$ cat src/hdl/i2cmbe_pkg.sv
// Shared types, codes and tables for the I2C master bit engine.
package i2cmbe_pkg;

    // Command codes carried in the kind field
    localparam logic [2:0] KIND_NONE     = 3'd0;
    localparam logic [2:0] KIND_START    = 3'd1;
    localparam logic [2:0] KIND_STOP     = 3'd2;
    localparam logic [2:0] KIND_WRITE    = 3'd3;
    localparam logic [2:0] KIND_READ     = 3'd4;
    localparam logic [2:0] KIND_WAIT_ACK = 3'd5;
    localparam logic [2:0] KIND_SEND_ACK = 3'd6;

    // Register indexes (address bit 2 of the APB port)
    localparam logic REG_TICKS_PER_US = 1'b0;
    localparam logic REG_ACK_TIMEOUT  = 1'b1;

    localparam logic [9:0] TICKS_PER_US_RESET = 10'd16;
    localparam logic [7:0] ACK_TIMEOUT_RESET  = 8'd250;
    localparam logic [2:0] US_COUNT_MAX       = 3'd7;

    // Sequencer phases, one-hot
    typedef enum logic [21:0] {
        PH_IDLE = 22'h000001,
        PH_S0   = 22'h000002,
        PH_S1   = 22'h000004,
        PH_S2   = 22'h000008,
        PH_P0   = 22'h000010,
        PH_P1   = 22'h000020,
        PH_P2   = 22'h000040,
        PH_P3   = 22'h000080,
        PH_A0   = 22'h000100,
        PH_A1   = 22'h000200,
        PH_A2   = 22'h000400,
        PH_A3   = 22'h000800,
        PH_W0   = 22'h001000,
        PH_W1   = 22'h002000,
        PH_W2   = 22'h004000,
        PH_W3   = 22'h008000,
        PH_B0   = 22'h010000,
        PH_B1   = 22'h020000,
        PH_B2   = 22'h040000,
        PH_B3   = 22'h080000,
        PH_R1   = 22'h100000,
        PH_R2   = 22'h200000
    } phase_t;

    // Bus line registers
    typedef struct packed {
        logic en;
        logic sda;
        logic scl;
    } lines_t;

    localparam lines_t LINES_RESET = '{en: 1'b1, sda: 1'b1, scl: 1'b1};

    typedef struct packed {
        logic [9:0] ticks_per_us;
        logic [7:0] ack_timeout;
    } cfg_t;

    typedef struct packed {
        logic       sda_line;
        logic       ack_wanted;
        logic [7:0] data_byte;
        logic [2:0] kind;
    } item_t;

    typedef struct packed {
        logic       ack_failed;
        logic [7:0] read_data;
        logic       done_res;
        logic       busy_res;
        lines_t     lines;
    } result_t;

    // Hold time of each phase in microseconds
    function automatic logic [2:0] hold_us(input phase_t ph);
        logic [2:0] d;
        case (ph)
            PH_S0:   d = 3'd5;
            PH_S1:   d = 3'd6;
            PH_P2:   d = 3'd6;
            PH_P3:   d = 3'd6;
            PH_A1:   d = 3'd2;
            PH_A2:   d = 3'd5;
            PH_W0:   d = 3'd1;
            PH_W1:   d = 3'd1;
            PH_B2:   d = 3'd2;
            PH_B3:   d = 3'd2;
            PH_R1:   d = 3'd2;
            PH_R2:   d = 3'd1;
            default: d = 3'd0;
        endcase
        return d;
    endfunction

    // First phase of each command
    function automatic phase_t first_phase(input logic [2:0] kind);
        phase_t p;
        case (kind)
            KIND_START:    p = PH_S0;
            KIND_STOP:     p = PH_P0;
            KIND_WRITE:    p = PH_B0;
            KIND_READ:     p = PH_R1;
            KIND_WAIT_ACK: p = PH_W0;
            KIND_SEND_ACK: p = PH_A0;
            default:       p = PH_IDLE;
        endcase
        return p;
    endfunction

endpackage

$ cat src/hdl/i2c_master_bit_engine_unit.sv
// Each result is registered in the output buffer before it is presented on m_tvalid.
// One tick per cycle unless the buffer is full; phase, counters, lines update in one pass.
// A two-entry output buffer keeps s_tready high while one result waits downstream.
// Reset: phase idle, SCL and SDA high with SDA driven, counters and read byte zero,
// ticks_per_us 16, ack_timeout 250; no clearing pass, ready in the first cycle.
module i2c_master_bit_engine_unit
    import i2cmbe_pkg::*;
(
    input  logic        clk,
    input  logic        rst_n,
    input  logic        psel,
    input  logic        penable,
    input  logic        pwrite,
    input  logic [2:0]  paddr,
    input  logic [31:0] pwdata,
    output logic [31:0] prdata,
    output logic        pready,
    input  logic        s_tvalid,
    output logic        s_tready,
    input  logic [15:0] s_tdata,  // kind[2:0], data_byte[10:3], ack_wanted[11], sda_line[12]
    output logic        m_tvalid,
    input  logic        m_tready,
    output logic [15:0] m_tdata   // scl_level[0], sda_level[1], sda_enable[2], busy_res[3],
                                  // done_res[4], read_data[12:5], ack_failed[13]
);

    cfg_t    cfg;
    item_t   item;
    result_t res;
    result_t out_res;
    logic    accept;

    assign accept = s_tvalid & s_tready;

    // Unpack the incoming tick
    assign item.kind       = s_tdata[2:0];
    assign item.data_byte  = s_tdata[10:3];
    assign item.ack_wanted = s_tdata[11];
    assign item.sda_line   = s_tdata[12];

    i2cmbe_cfg u_cfg (
        .clk     (clk),
        .rst_n   (rst_n),
        .psel    (psel),
        .penable (penable),
        .pwrite  (pwrite),
        .paddr   (paddr),
        .pwdata  (pwdata),
        .prdata  (prdata),
        .pready  (pready),
        .cfg     (cfg)
    );

    i2cmbe_seq u_seq (
        .clk    (clk),
        .rst_n  (rst_n),
        .cfg    (cfg),
        .accept (accept),
        .item   (item),
        .res    (res)
    );

    i2cmbe_obuf u_obuf (
        .clk       (clk),
        .rst_n     (rst_n),
        .push      (accept),
        .din       (res),
        .has_room  (s_tready),
        .out_valid (m_tvalid),
        .out_ready (m_tready),
        .dout      (out_res)
    );

    // Pack the result
    assign m_tdata = {2'b00, out_res.ack_failed, out_res.read_data, out_res.done_res,
                      out_res.busy_res, out_res.lines.en, out_res.lines.sda,
                      out_res.lines.scl};

endmodule

$ cat src/hdl/i2cmbe_cfg.sv
// APB register bank holding the tick scale and the ack timeout.
module i2cmbe_cfg
    import i2cmbe_pkg::*;
(
    input  logic        clk,
    input  logic        rst_n,
    input  logic        psel,
    input  logic        penable,
    input  logic        pwrite,
    input  logic [2:0]  paddr,
    input  logic [31:0] pwdata,
    output logic [31:0] prdata,
    output logic        pready,
    output cfg_t        cfg
);

    logic [9:0] ticks_per_us_reg;
    logic [7:0] ack_timeout_reg;
    logic       wr_en;

    assign pready = 1'b1;
    assign wr_en  = psel & penable & pwrite & pready;

    // Write on the access cycle
    always_ff @(posedge clk or negedge rst_n)
    begin
        if (!rst_n)
        begin
            ticks_per_us_reg <= TICKS_PER_US_RESET;
            ack_timeout_reg  <= ACK_TIMEOUT_RESET;
        end
        else if (wr_en)
        begin
            case (paddr[2])
                REG_TICKS_PER_US: ticks_per_us_reg <= pwdata[9:0];
                REG_ACK_TIMEOUT:  ack_timeout_reg  <= pwdata[7:0];
                default:          ticks_per_us_reg <= ticks_per_us_reg;
            endcase
        end
    end

    // Read back
    always_comb
    begin
        case (paddr[2])
            REG_TICKS_PER_US: prdata = {22'd0, ticks_per_us_reg};
            REG_ACK_TIMEOUT:  prdata = {24'd0, ack_timeout_reg};
            default:          prdata = 32'd0;
        endcase
    end

    assign cfg.ticks_per_us = ticks_per_us_reg;
    assign cfg.ack_timeout  = ack_timeout_reg;

endmodule

$ cat src/hdl/i2cmbe_seq.sv
// Phase sequencer: advances the bus state by one tick per transfer.
module i2cmbe_seq
    import i2cmbe_pkg::*;
(
    input  logic    clk,
    input  logic    rst_n,
    input  cfg_t    cfg,
    input  logic    accept,
    input  item_t   item,
    output result_t res
);

    phase_t     phase_reg, phase_next;
    logic [2:0] command_reg, command_next;
    logic [3:0] bit_count_reg, bit_count_next;
    logic [7:0] shift_reg, shift_next;
    logic [9:0] tick_reg, tick_next;
    logic [2:0] us_reg, us_next;
    logic [7:0] poll_reg, poll_next;
    logic       ack_flag_reg, ack_flag_next;
    logic       choice_reg, choice_next;
    logic [7:0] read_reg, read_next;
    lines_t     lines_reg, lines_next;
    logic       done;
    logic       entered;
    logic       elapsed;
    logic [9:0] tpu_eff;
    logic [2:0] hold;

    assign tpu_eff = (cfg.ticks_per_us == 10'd0) ? 10'd1 : cfg.ticks_per_us;
    assign hold    = hold_us(phase_reg);
    assign elapsed = (hold == 3'd0) ? ((tick_reg != 10'd0) || (us_reg != 3'd0))
                                    : (us_reg >= hold);

    // Work out the next state for this tick
    always_comb
    begin
        phase_next     = phase_reg;
        command_next   = command_reg;
        bit_count_next = bit_count_reg;
        shift_next     = shift_reg;
        tick_next      = tick_reg;
        us_next        = us_reg;
        poll_next      = poll_reg;
        ack_flag_next  = ack_flag_reg;
        choice_next    = choice_reg;
        read_next      = read_reg;
        lines_next     = lines_reg;
        done           = 1'b0;
        entered        = 1'b0;

        if (phase_reg == PH_IDLE)
        begin
            // Take a new command
            if ((item.kind != KIND_NONE) && (first_phase(item.kind) != PH_IDLE))
            begin
                command_next   = item.kind;
                bit_count_next = 4'd0;
                poll_next      = 8'd0;
                choice_next    = item.ack_wanted;
                shift_next     = (item.kind == KIND_WRITE) ? item.data_byte : 8'd0;
                if (item.kind == KIND_WAIT_ACK)
                    ack_flag_next = 1'b0;
                phase_next = first_phase(item.kind);
                entered    = 1'b1;
            end
        end
        else if ((phase_reg != PH_W2) && elapsed)
        begin
            // Step to the following phase
            entered = 1'b1;
            case (phase_reg)
                PH_S0: phase_next = PH_S1;
                PH_S1: phase_next = PH_S2;
                PH_P0: phase_next = PH_P1;
                PH_P1: phase_next = PH_P2;
                PH_P2: phase_next = PH_P3;
                PH_A0: phase_next = PH_A1;
                PH_A1: phase_next = PH_A2;
                PH_A2: phase_next = PH_A3;
                PH_W0: phase_next = PH_W1;
                PH_W1: phase_next = PH_W2;
                PH_B0: phase_next = PH_B1;
                PH_B1: phase_next = PH_B2;
                PH_B2: phase_next = PH_B3;
                PH_B3:
                begin
                    bit_count_next = bit_count_reg + 4'd1;
                    if (!bit_count_next[3])
                        phase_next = PH_B1;
                    else
                        done = 1'b1;
                end
                PH_R1: phase_next = PH_R2;
                PH_R2:
                begin
                    bit_count_next = bit_count_reg + 4'd1;
                    phase_next = bit_count_next[3] ? PH_A0 : PH_R1;
                end
                default: done = 1'b1;
            endcase
            if (done)
            begin
                entered    = 1'b0;
                phase_next = PH_IDLE;
                if (command_reg == KIND_READ)
                    read_next = shift_reg;
            end
        end

        // Apply the line changes of the phase entered
        if (entered)
        begin
            tick_next = 10'd0;
            us_next   = 3'd0;
            case (phase_next)
                PH_S0:
                begin
                    lines_next.en  = 1'b1;
                    lines_next.scl = 1'b1;
                    lines_next.sda = 1'b1;
                end
                PH_S1: lines_next.sda = 1'b0;
                PH_S2: lines_next.scl = 1'b0;
                PH_P0, PH_A0, PH_B0:
                begin
                    lines_next.en  = 1'b1;
                    lines_next.scl = 1'b0;
                end
                PH_P1: lines_next.sda = 1'b0;
                PH_P2, PH_A2, PH_W1, PH_B2: lines_next.scl = 1'b1;
                PH_P3: lines_next.sda = 1'b1;
                PH_A1: lines_next.sda = ~choice_next;
                PH_A3, PH_W3, PH_B3: lines_next.scl = 1'b0;
                PH_W0:
                begin
                    lines_next.en  = 1'b0;
                    lines_next.sda = 1'b1;
                end
                PH_B1:
                begin
                    lines_next.sda = shift_next[7];
                    shift_next     = {shift_next[6:0], 1'b0};
                end
                PH_R1:
                begin
                    lines_next.en  = 1'b0;
                    lines_next.scl = 1'b0;
                end
                PH_R2:
                begin
                    lines_next.scl = 1'b1;
                    shift_next     = {shift_next[6:0], item.sda_line};
                end
                default: lines_next = lines_next;
            endcase
        end

        // Poll for the slave ack
        if (phase_next == PH_W2)
        begin
            if (!item.sda_line)
            begin
                phase_next     = PH_W3;
                lines_next.scl = 1'b0;
                tick_next      = 10'd0;
                us_next        = 3'd0;
            end
            else if (poll_reg >= cfg.ack_timeout)
            begin
                ack_flag_next  = 1'b1;
                phase_next     = PH_P0;
                lines_next.en  = 1'b1;
                lines_next.scl = 1'b0;
                tick_next      = 10'd0;
                us_next        = 3'd0;
            end
            else
            begin
                poll_next = poll_reg + 8'd1;
            end
        end

        // Count the tick
        if ((phase_next != PH_IDLE) && (phase_next != PH_W2))
        begin
            tick_next = tick_next + 10'd1;
            if (tick_next >= tpu_eff)
            begin
                tick_next = 10'd0;
                if (us_next != US_COUNT_MAX)
                    us_next = us_next + 3'd1;
            end
        end
    end

    // Hold the state between transfers
    always_ff @(posedge clk or negedge rst_n)
    begin
        if (!rst_n)
        begin
            phase_reg     <= PH_IDLE;
            command_reg   <= KIND_NONE;
            bit_count_reg <= 4'd0;
            shift_reg     <= 8'd0;
            tick_reg      <= 10'd0;
            us_reg        <= 3'd0;
            poll_reg      <= 8'd0;
            ack_flag_reg  <= 1'b0;
            choice_reg    <= 1'b0;
            read_reg      <= 8'd0;
            lines_reg     <= LINES_RESET;
        end
        else if (accept)
        begin
            phase_reg     <= phase_next;
            command_reg   <= command_next;
            bit_count_reg <= bit_count_next;
            shift_reg     <= shift_next;
            tick_reg      <= tick_next;
            us_reg        <= us_next;
            poll_reg      <= poll_next;
            ack_flag_reg  <= ack_flag_next;
            choice_reg    <= choice_next;
            read_reg      <= read_next;
            lines_reg     <= lines_next;
        end
    end

    assign res.lines      = lines_next;
    assign res.busy_res   = (phase_next != PH_IDLE);
    assign res.done_res   = done;
    assign res.read_data  = read_next;
    assign res.ack_failed = ack_flag_next;

    // A completed command leaves the engine idle
    a_done_idle: assert property (@(posedge clk) disable iff (!rst_n)
        (accept && res.done_res) |=> (phase_reg == PH_IDLE))
        else $error("done without return to idle");

    // SDA is released while waiting for the ack
    a_w2_released: assert property (@(posedge clk) disable iff (!rst_n)
        (phase_reg == PH_W2) |-> !lines_reg.en)
        else $error("SDA driven during ack poll");

    // A wait ack command clears the failure flag
    a_flag_clear: assert property (@(posedge clk) disable iff (!rst_n)
        (accept && (phase_reg == PH_IDLE) && (item.kind == KIND_WAIT_ACK))
        |=> !ack_flag_reg)
        else $error("ack failure flag not cleared");

    // Bit counter stays within one byte
    a_bit_count: assert property (@(posedge clk) disable iff (!rst_n)
        bit_count_reg <= 4'd8)
        else $error("bit counter overrun");

endmodule

$ cat src/hdl/i2cmbe_obuf.sv
// Two-entry output buffer between the sequencer and the result stream.
module i2cmbe_obuf
    import i2cmbe_pkg::*;
(
    input  logic    clk,
    input  logic    rst_n,
    input  logic    push,
    input  result_t din,
    output logic    has_room,
    output logic    out_valid,
    input  logic    out_ready,
    output result_t dout
);

    result_t    head_reg;
    result_t    tail_reg;
    logic [1:0] cnt_reg, cnt_next;
    logic       pop;

    assign pop       = (cnt_reg != 2'd0) && out_ready;
    assign has_room  = (cnt_reg != 2'd2);
    assign out_valid = (cnt_reg != 2'd0);
    assign dout      = head_reg;
    assign cnt_next  = cnt_reg + {1'b0, push} - {1'b0, pop};

    // Track occupancy
    always_ff @(posedge clk or negedge rst_n)
    begin
        if (!rst_n)
            cnt_reg <= 2'd0;
        else
            cnt_reg <= cnt_next;
    end

    // Move payload through the two slots
    always_ff @(posedge clk)
    begin
        if (pop)
        begin
            if (cnt_reg == 2'd2)
                head_reg <= tail_reg;
            else if (push)
                head_reg <= din;
        end
        else if (push)
        begin
            if (cnt_reg == 2'd0)
                head_reg <= din;
            else
                tail_reg <= din;
        end
    end

endmodule
$ cat config.mk
export PLATFORM = sky130hd
export DESIGN_NAME = i2c_master_bit_engine_unit
export DESIGN_NICKNAME = d
export VERILOG_FILES = /design/src/hdl/i2cmbe_pkg.sv /design/src/hdl/i2c_master_bit_engine_unit.sv /design/src/hdl/i2cmbe_cfg.sv /design/src/hdl/i2cmbe_seq.sv /design/src/hdl/i2cmbe_obuf.sv
export SDC_FILE = /design/constraint.sdc
export NUM_CORES = 1
export LEC_CHECK = 0
export ABC_AREA = 1
export ABC_CLOCK_PERIOD_IN_PS = 7000
export BUFFER_PORTS_ARGS = -buffer_cell sky130_fd_sc_hd__buf_2
export CAP_MARGIN = 5
export CORE_MARGIN = 10
export CORE_UTILIZATION = 59
export DETAILED_ROUTE_END_ITERATION = 10
export PLACE_DENSITY = 0.82
export SLEW_MARGIN = 0
export SYNTH_ARGS = -nofsm -noshare
export SYNTH_HDL_FRONTEND = slang
export SYNTH_SLANG_ARGS = --single-unit
$ cat constraint.sdc
create_clock -name clk -period 7 [get_ports clk]
set_clock_uncertainty 0.15 [all_clocks]
set_input_delay 1.4 -clock clk [delete_from_list [all_inputs] [get_ports clk]]
set_output_delay 1.4 -clock clk [all_outputs]
set_load 0.05 [all_outputs]
* Word-level counts from Yosys, hierarchy flattened
Index checks and enable logic that the tools add are counted.
** Operators by class
- Add/subtract/negate cells :: 6
- $lt $le $gt $ge :: 3
- Equal/unequal tests :: 54
- Multiplexer cells :: 80
- Bitwise logic cells :: 7
- Reductions and logical operators :: 35
** Operator list (count)
- case mux 22 bit (16 select lines) :: 1
- two-way mux 22 bit :: 9
- case mux 21 bit (6 select lines) :: 1
- two-way mux 8 bit :: 13
- two-way mux 10 bit :: 7
- two-way mux 14 bit :: 5
- case mux 32 bit (2 select lines) :: 1
- == test 22 x 10 -> 1 bit, second input constant :: 2
- == test 22 x 11 -> 1 bit, second input constant :: 2
- == test 22 x 13 -> 1 bit, second input constant :: 2
- == test 22 x 14 -> 1 bit, second input constant :: 2
- == test 22 x 17 -> 1 bit, second input constant :: 2
- == test 22 x 18 -> 1 bit, second input constant :: 2
- == test 22 x 19 -> 1 bit, second input constant :: 2
- == test 22 x 2 -> 1 bit, second input constant :: 2
- == test 22 x 20 -> 1 bit, second input constant :: 2
- == test 22 x 21 -> 1 bit, second input constant :: 2
- == test 22 bit, second input constant :: 2
- == test 22 x 3 -> 1 bit, second input constant :: 2
- == test 22 x 5 -> 1 bit, second input constant :: 2
- == test 22 x 6 -> 1 bit, second input constant :: 2
- == test 22 x 7 -> 1 bit, second input constant :: 2
- == test 22 x 8 -> 1 bit, second input constant :: 2
- == test 22 x 9 -> 1 bit, second input constant :: 2
- other kinds (49) :: 114
** Storage, ports and cells
- Bits in registers :: 119
- Input port bits :: 58

* Longest topological paths before layout
- Depth after elaboration :: 21
- Gate-level depth with buffers :: 45
- Depth with buffers taken out :: 44

* Modules after synthesis
A second synthesis with hierarchy kept.
** Unflattened totals
- Cells, all modules :: 1440
- Area total of the unflattened synthesis :: 9593.0 um^2
** Modules (own cells, without submodules)
- i2cmbe_seq :: instances 1, cells each 1205, area an instance 7324.5 um^2, sequential area each 1781.7 um^2
- i2cmbe_obuf :: instances 1, cells each 95, area an instance 1197.4 um^2, sequential area each 890.9 um^2
- i2cmbe_cfg :: instances 1, cells each 135, area an instance 1044.8 um^2, sequential area each 459.2 um^2
- i2c_master_bit_engine_unit :: instances 1, cells each 5, area an instance 26.3 um^2, sequential area each 0.0 um^2

* Worst setup path after synthesis
Ideal clock, no wire load.
- Kind :: register to register
- Start :: register u_seq.phase_reg[0]
- End :: register u_seq.us_reg[1]
- Setup time :: 128 ps
- Data arrival time :: 5224 ps
- Slack :: 1498 ps
- Stages on the path, launching flop included :: 41
- Path buffers :: 2
- Cells stage by stage :: dfstp_2 nor2_2 nand2_4 nor2_4 buf_6 nand3_1 inv_1 nor4_1 ha_1 o21ai_0 nand2_1 a21oi_1 nand2_4 nand4_1 nor2_2 nor2_2 nand3_2 nor2_8 [... 5 more ...] ha_1 nand3_2 nor2_4 nand2_1 xor2_1 ha_1 inv_1 nor3_1 o211ai_1 o2111ai_1 a31oi_1 inv_1 nand2_1 nand2_1 nand2_1 nand2_1 nand2_1 o21ai_1
** On the way
- Longest elaborated chain between the ends :: 16
- Elaborated cells between the ends (all ways) :: 63
- Classes of those cells :: add/sub (2); order compare (2); eq/ne (23); mux (28); reduce/logical (8)
** Ends and longest elaborated chain
- from (decl) :: line i2cmbe_seq.sv:13 : phase_t phase_reg, phase_next;
- from (signal assigned) :: line i2cmbe_seq.sv:216 : phase_reg <= phase_next;
- == test 22 x 10 -> 1 bit, or another cell as far along :: line i2cmbe_pkg.sv:79, i2cmbe_seq.sv:72
- OR reduction 4 bit (no line), or another cell as far along
- case mux 3 bit (4 select lines) or case mux 1 bit (2 select lines) (tied branches) :: line i2cmbe_pkg.sv:79, i2cmbe_seq.sv:72
- >= comparator 3 bit, or another cell as far along :: line i2cmbe_seq.sv:33 : : (us_reg >= hold);
- two-way mux 1 bit (on tied branches) :: line i2cmbe_seq.sv:32, i2cmbe_seq.sv:52
- logical AND 1 bit or two-way mux 1 bit (tied branches) :: line i2cmbe_seq.sv:68, i2cmbe_seq.sv:102
- two-way mux 1 bit :: line i2cmbe_seq.sv:68 : else if ((phase_reg != PH_W2) && elapsed)
- two-way mux 1 bit :: line i2cmbe_seq.sv:52 : if (phase_reg == PH_IDLE)
- two-way mux 10 bit or two-way mux 3 bit (tied branches) :: line i2cmbe_seq.sv:112 : if (entered)
- two-way mux 10 bit or two-way mux 3 bit (tied branches) :: line i2cmbe_seq.sv:169 : else if (poll_reg >= cfg.ack_timeout)
- two-way mux 10 bit or two-way mux 3 bit (tied branches) :: line i2cmbe_seq.sv:162 : if (!item.sda_line)
- two-way mux 10 bit or two-way mux 3 bit (tied branches) :: line i2cmbe_seq.sv:160 : if (phase_next == PH_W2)
- adder 10 x 1 -> 10 bit, or another cell as far along :: line i2cmbe_seq.sv:187 : tick_next = tick_next + 10'd1;
- >= comparator 10 bit or two-way mux 3 bit (tied branches) :: line i2cmbe_seq.sv:188, i2cmbe_seq.sv:191
- two-way mux 3 bit :: line i2cmbe_seq.sv:188 : if (tick_next >= tpu_eff)
- two-way mux 3 bit * :: line i2cmbe_seq.sv:185 : if ((phase_next != PH_IDLE) && (phase_next != PH_W2))
- to (signal assigned) :: line i2cmbe_seq.sv:221 : us_reg <= us_next;
- to (decl) :: line i2cmbe_seq.sv:18 : logic [2:0] us_reg, us_next;
Mark *: on every way between the ends. The rest lies on a longest branch, timed or not. The select of a mux whose other input is x is not followed.
A chain may end at the register's enable or synchronous reset.

* Final worst setup path
- Start :: register u_seq.phase_reg[1]
- End :: register u_seq.tick_reg[6]
** On the way
- Longest elaborated chain between the ends :: 16
- Elaborated cells between the ends (all ways) :: 56
- Classes of those cells :: add/sub (1); order compare (2); eq/ne (22); mux (23); reduce/logical (8)
** Ends and longest elaborated chain
- == test 22 x 10 -> 1 bit, or another cell as far along :: line i2cmbe_pkg.sv:79, i2cmbe_seq.sv:72
- OR reduction 4 bit (no line), or another cell as far along
- case mux 3 bit (4 select lines) or case mux 1 bit (2 select lines) (tied branches) :: line i2cmbe_pkg.sv:79, i2cmbe_seq.sv:72
- >= comparator 3 bit, or another cell as far along :: line i2cmbe_seq.sv:33
- two-way mux 1 bit (on tied branches) :: line i2cmbe_seq.sv:32, i2cmbe_seq.sv:52
- logical AND 1 bit or two-way mux 1 bit (tied branches) :: line i2cmbe_seq.sv:68, i2cmbe_seq.sv:102
- two-way mux 1 bit :: line i2cmbe_seq.sv:68
- two-way mux 1 bit :: line i2cmbe_seq.sv:52
- two-way mux 10 bit :: line i2cmbe_seq.sv:112
- two-way mux 10 bit :: line i2cmbe_seq.sv:169
- two-way mux 10 bit :: line i2cmbe_seq.sv:162
- two-way mux 10 bit :: line i2cmbe_seq.sv:160
- adder 10 x 1 -> 10 bit :: line i2cmbe_seq.sv:187
- >= comparator 10 bit :: line i2cmbe_seq.sv:188
- two-way mux 10 bit :: line i2cmbe_seq.sv:188
- two-way mux 10 bit * :: line i2cmbe_seq.sv:185
- to (signal assigned) :: line i2cmbe_seq.sv:220 : tick_reg <= tick_next;
- to (decl) :: line i2cmbe_seq.sv:17 : logic [9:0] tick_reg, tick_next;
Marked as above.

==> flow_summary.json <==
{
  "outcome": "completed",
  "numCtsBuffers": 17,
  "diodes": 0,
  "start_util_pct": 60.07,
  "power_density_nw_per_um2": 460.8,
  "yosys-top-cells-area": "dfrtp_1, nand2_1, edfxtp_1",
  "final_util_pct": 68.32,
  "grt_pass1_vias": 9339,
  "post-place-ws_ps": 73.60,
  "synth_top_cell_area_share_pct": 20.98,
  "first_pass_iters": 7,
  "met2_usage_pct": 40.60,
  "min_period_over_period_pct": 94.58,
  "drt_iter0_drc": 1175,
  "yosys.area.top_type": "dfrtp_1",
  "critPathRequiredTime_ps": 7200,
  "ys_ff_latch": 119,
  "area.growth.synth_to_final_pct": 13.74,
  "cpMostUsedCell": "nand2_1",
  "rows": 46,
  "hp-class": "reg -> reg",
  "cp_slowest_stage_delay_ps": 460,
  "design.final.nets": 1564,
  "top_usage_layer": "met2",
  "min_period_ps": 6621,
  "ant_nets": 0,
  "worstMarginPinSlew_ps": 1157,
  "grt.overflow.total": 0,
  "synth_cells": 1397,
  "multiInputGateArea_sq_um": 5428,
  "drive_above_1_share_pct": 16.49,
  "worstSkewPairLatency_ps": 440,
  "drv_slew": 0,
  "core_area_sq_um": 15890,
  "avgViaCountPerCell": 5.779,
  "final_cell_mix": "nand2_1, inv_1, nor2_1",
  "grt_antenna_before_repair": 0,
  "gp_congestion": 1.060,
  "fill_cells": 1341,
  "setup_viol": 0,
  "cp.arrival_ps": 6820,
  "ir_worst_vdd_uv": 360.4,
  "num_vias": 9871,
  "max_slew_margin_pct": 22.85,
  "routed_wl_mm": 28.87,
  "critical_path_class": "reg -> reg",
  "final_common_cell": "nand2_1",
  "synthesis.area_sq_um": 9542,
  "ff_latch_area_sq_um": 3132,
  "p_leak_uw": 0.005527,
  "grtUsageMet3_pct": 6.327,
  "root_buffer": "clkbuf_16",
  "fin_ws_ps": 379.2,
  "cts-htree-levels": 4,
  "die_w_um": 147.2,
  "end_kind": "register",
  "hold_viol": 0,
  "slowest_stage": "dfrtp_1",
  "cts_buffer_depth": 2,
  "cp-start-kind": "register",
  "largest_reg_flops": 22,
  "startpoint": "u_seq.phase_reg[1]",
  "yosysSeqAreaShare_pct": 32.82,
  "timing.fmax_mhz": 151.0,
  "drc": 0,
  "cts_tree": "built",
  "drv_cap": 0,
  "grt_pass1_wl_mm": 46.21,
  "grt_usage_pct": 25.87,
  "grt_max_degree": 71,
  "dieArea_sq_um": 21660,
  "synthDistinctLibCells": 54,
  "clock-sinks": 119,
  "r2r_start": "u_seq.phase_reg[1]",
  "cp_max_fo": 7,
  "portBuffers": 56,
  "hp-start": "u_cfg.ticks_per_us_reg[6]",
  "ios": 109,
  "critPathBufInv": 7,
  "avgSynthCellArea_sq_um": 6.830,
  "crit_family": "simple AND/OR/NAND/NOR gates",
  "routedWlPerCell_um": 16.90,
  "synth_warnings": 0,
  "die_h_um": 147.2,
  "path_clk_slew_ps": 70,
  "dpl.hpwl_mm": 20.73,
  "ctsHoldBuffers": 0,
  "grtUsageMet1_pct": 33.20
}
-- report_power, final --
part | switching [uW] | internal (uW) | leakage, uW
Clock | 377 | 575 | 0.000306
Sequential | 135 | 959 | 0.00143
Combinational | 2080 | 876 | 0.00379
-- layer usage --
layer | part of all wire (%) | vias up
met2 | 45 | 546
met4 | 3.5 | 0
met3 | 10 | 84
li1 | - | 4707
met5 | 0 | -
met1 | 41 | 4534
-- cell type report --
type / instances / area share, %
Clock buffer: 17 / 3.920
Sequential cell: 119 / 28.86
Tap cell: 216 / 2.490
Inverter: 200 / 6.917
Clock inverter: 15 / 1.856
Timing Repair Buffer: 101 / 5.949
Multi-Input combinational cell: 1040 / 50.01
-- Yosys cell counts, drive strengths merged --
| master | n |
|---|---|
| o31ai | 2 |
| nor2 | 182 |
| a31oi | 3 |
| xor2 | 9 |
| clkbuf | 27 |
| nand3 | 109 |
| dfstp | 11 |
| nand2 | 350 |
| a21boi | 1 |
| o21a | 11 |
| o21bai | 3 |
| buf | 37 |
| clkinv | 3 |
| a22oi | 4 |
| nor4 | 7 |
| a21oi | 46 |
| nor3 | 24 |
| nand3b | 5 |
| nor3b | 3 |
| o221ai | 1 |
| dfrtp | 80 |
| edfxtp | 28 |
| ha | 27 |
| and3 | 3 |
| nand4 | 50 |
| xnor2 | 4 |
| o21ai | 140 |
| o211ai | 7 |
| o2111ai | 1 |
| o311ai | 1 |
| and2 | 2 |
| inv | 197 |
| conb | 2 |
| or2 | 2 |
| o22ai | 15 |
-- tightest hold or removal path, cell delays in order (launching register included) --
cell and delay (ps):
dfrtp_1 340, nand2_1 50, o21ai_0 60
-- cells by family after synthesis --
family | synth area share [%]
simple gates | 36.62
buf+inv | 12.08
compound gates | 13.59
flops | 32.82
fa+ha+maj | 3.540
xor+xnor | 1.272
other cells | 0.07871
-- stage by stage --
stage	instance area, sq um	instances	total power, uW	setup TNS (ps)	hold WS (ps)
3_5_place_dp	9993	1655	3802	0	312.8
2_1_floorplan	9628	1420	3141	0	298.1
6_report	10850	1708	5001	0	334.6
5_1_grt	10850	1708	5355	-46.37	357.0
3_3_place_gp	9993	1655	3734	0	305.1
4_1_cts	10630	1687	4795	0	339.8
-- repair_timing --
action / 4_1_cts / 5_1_grt
pin swaps: 0 / 5
gates cloned: 0 / 3
endpoints found under the setup margin: 3 / 13
setup buffers: 0 / 18
gates resized for setup: 1 / 8
-- final timing paths --
| kind | end | slack, ps | cells past startpoint |
|---|---|---|---|
| worst max-delay path | u_seq.tick_reg[6] | 380 | 37 |
| worst min-delay path | u_cfg.ticks_per_us_reg[6] | 330 | 2 |
| max in group asynchronous | u_seq.ack_flag_reg | 4790 | 2 |
| worst min register to register | u_cfg.ticks_per_us_reg[6] | 330 | 2 |
| min in group asynchronous | u_seq.phase_reg[2] | 700 | 1 |
| worst max register to register | u_seq.tick_reg[6] | 380 | 37 |
No activity file was read; power rests on OpenSTA's default activity.
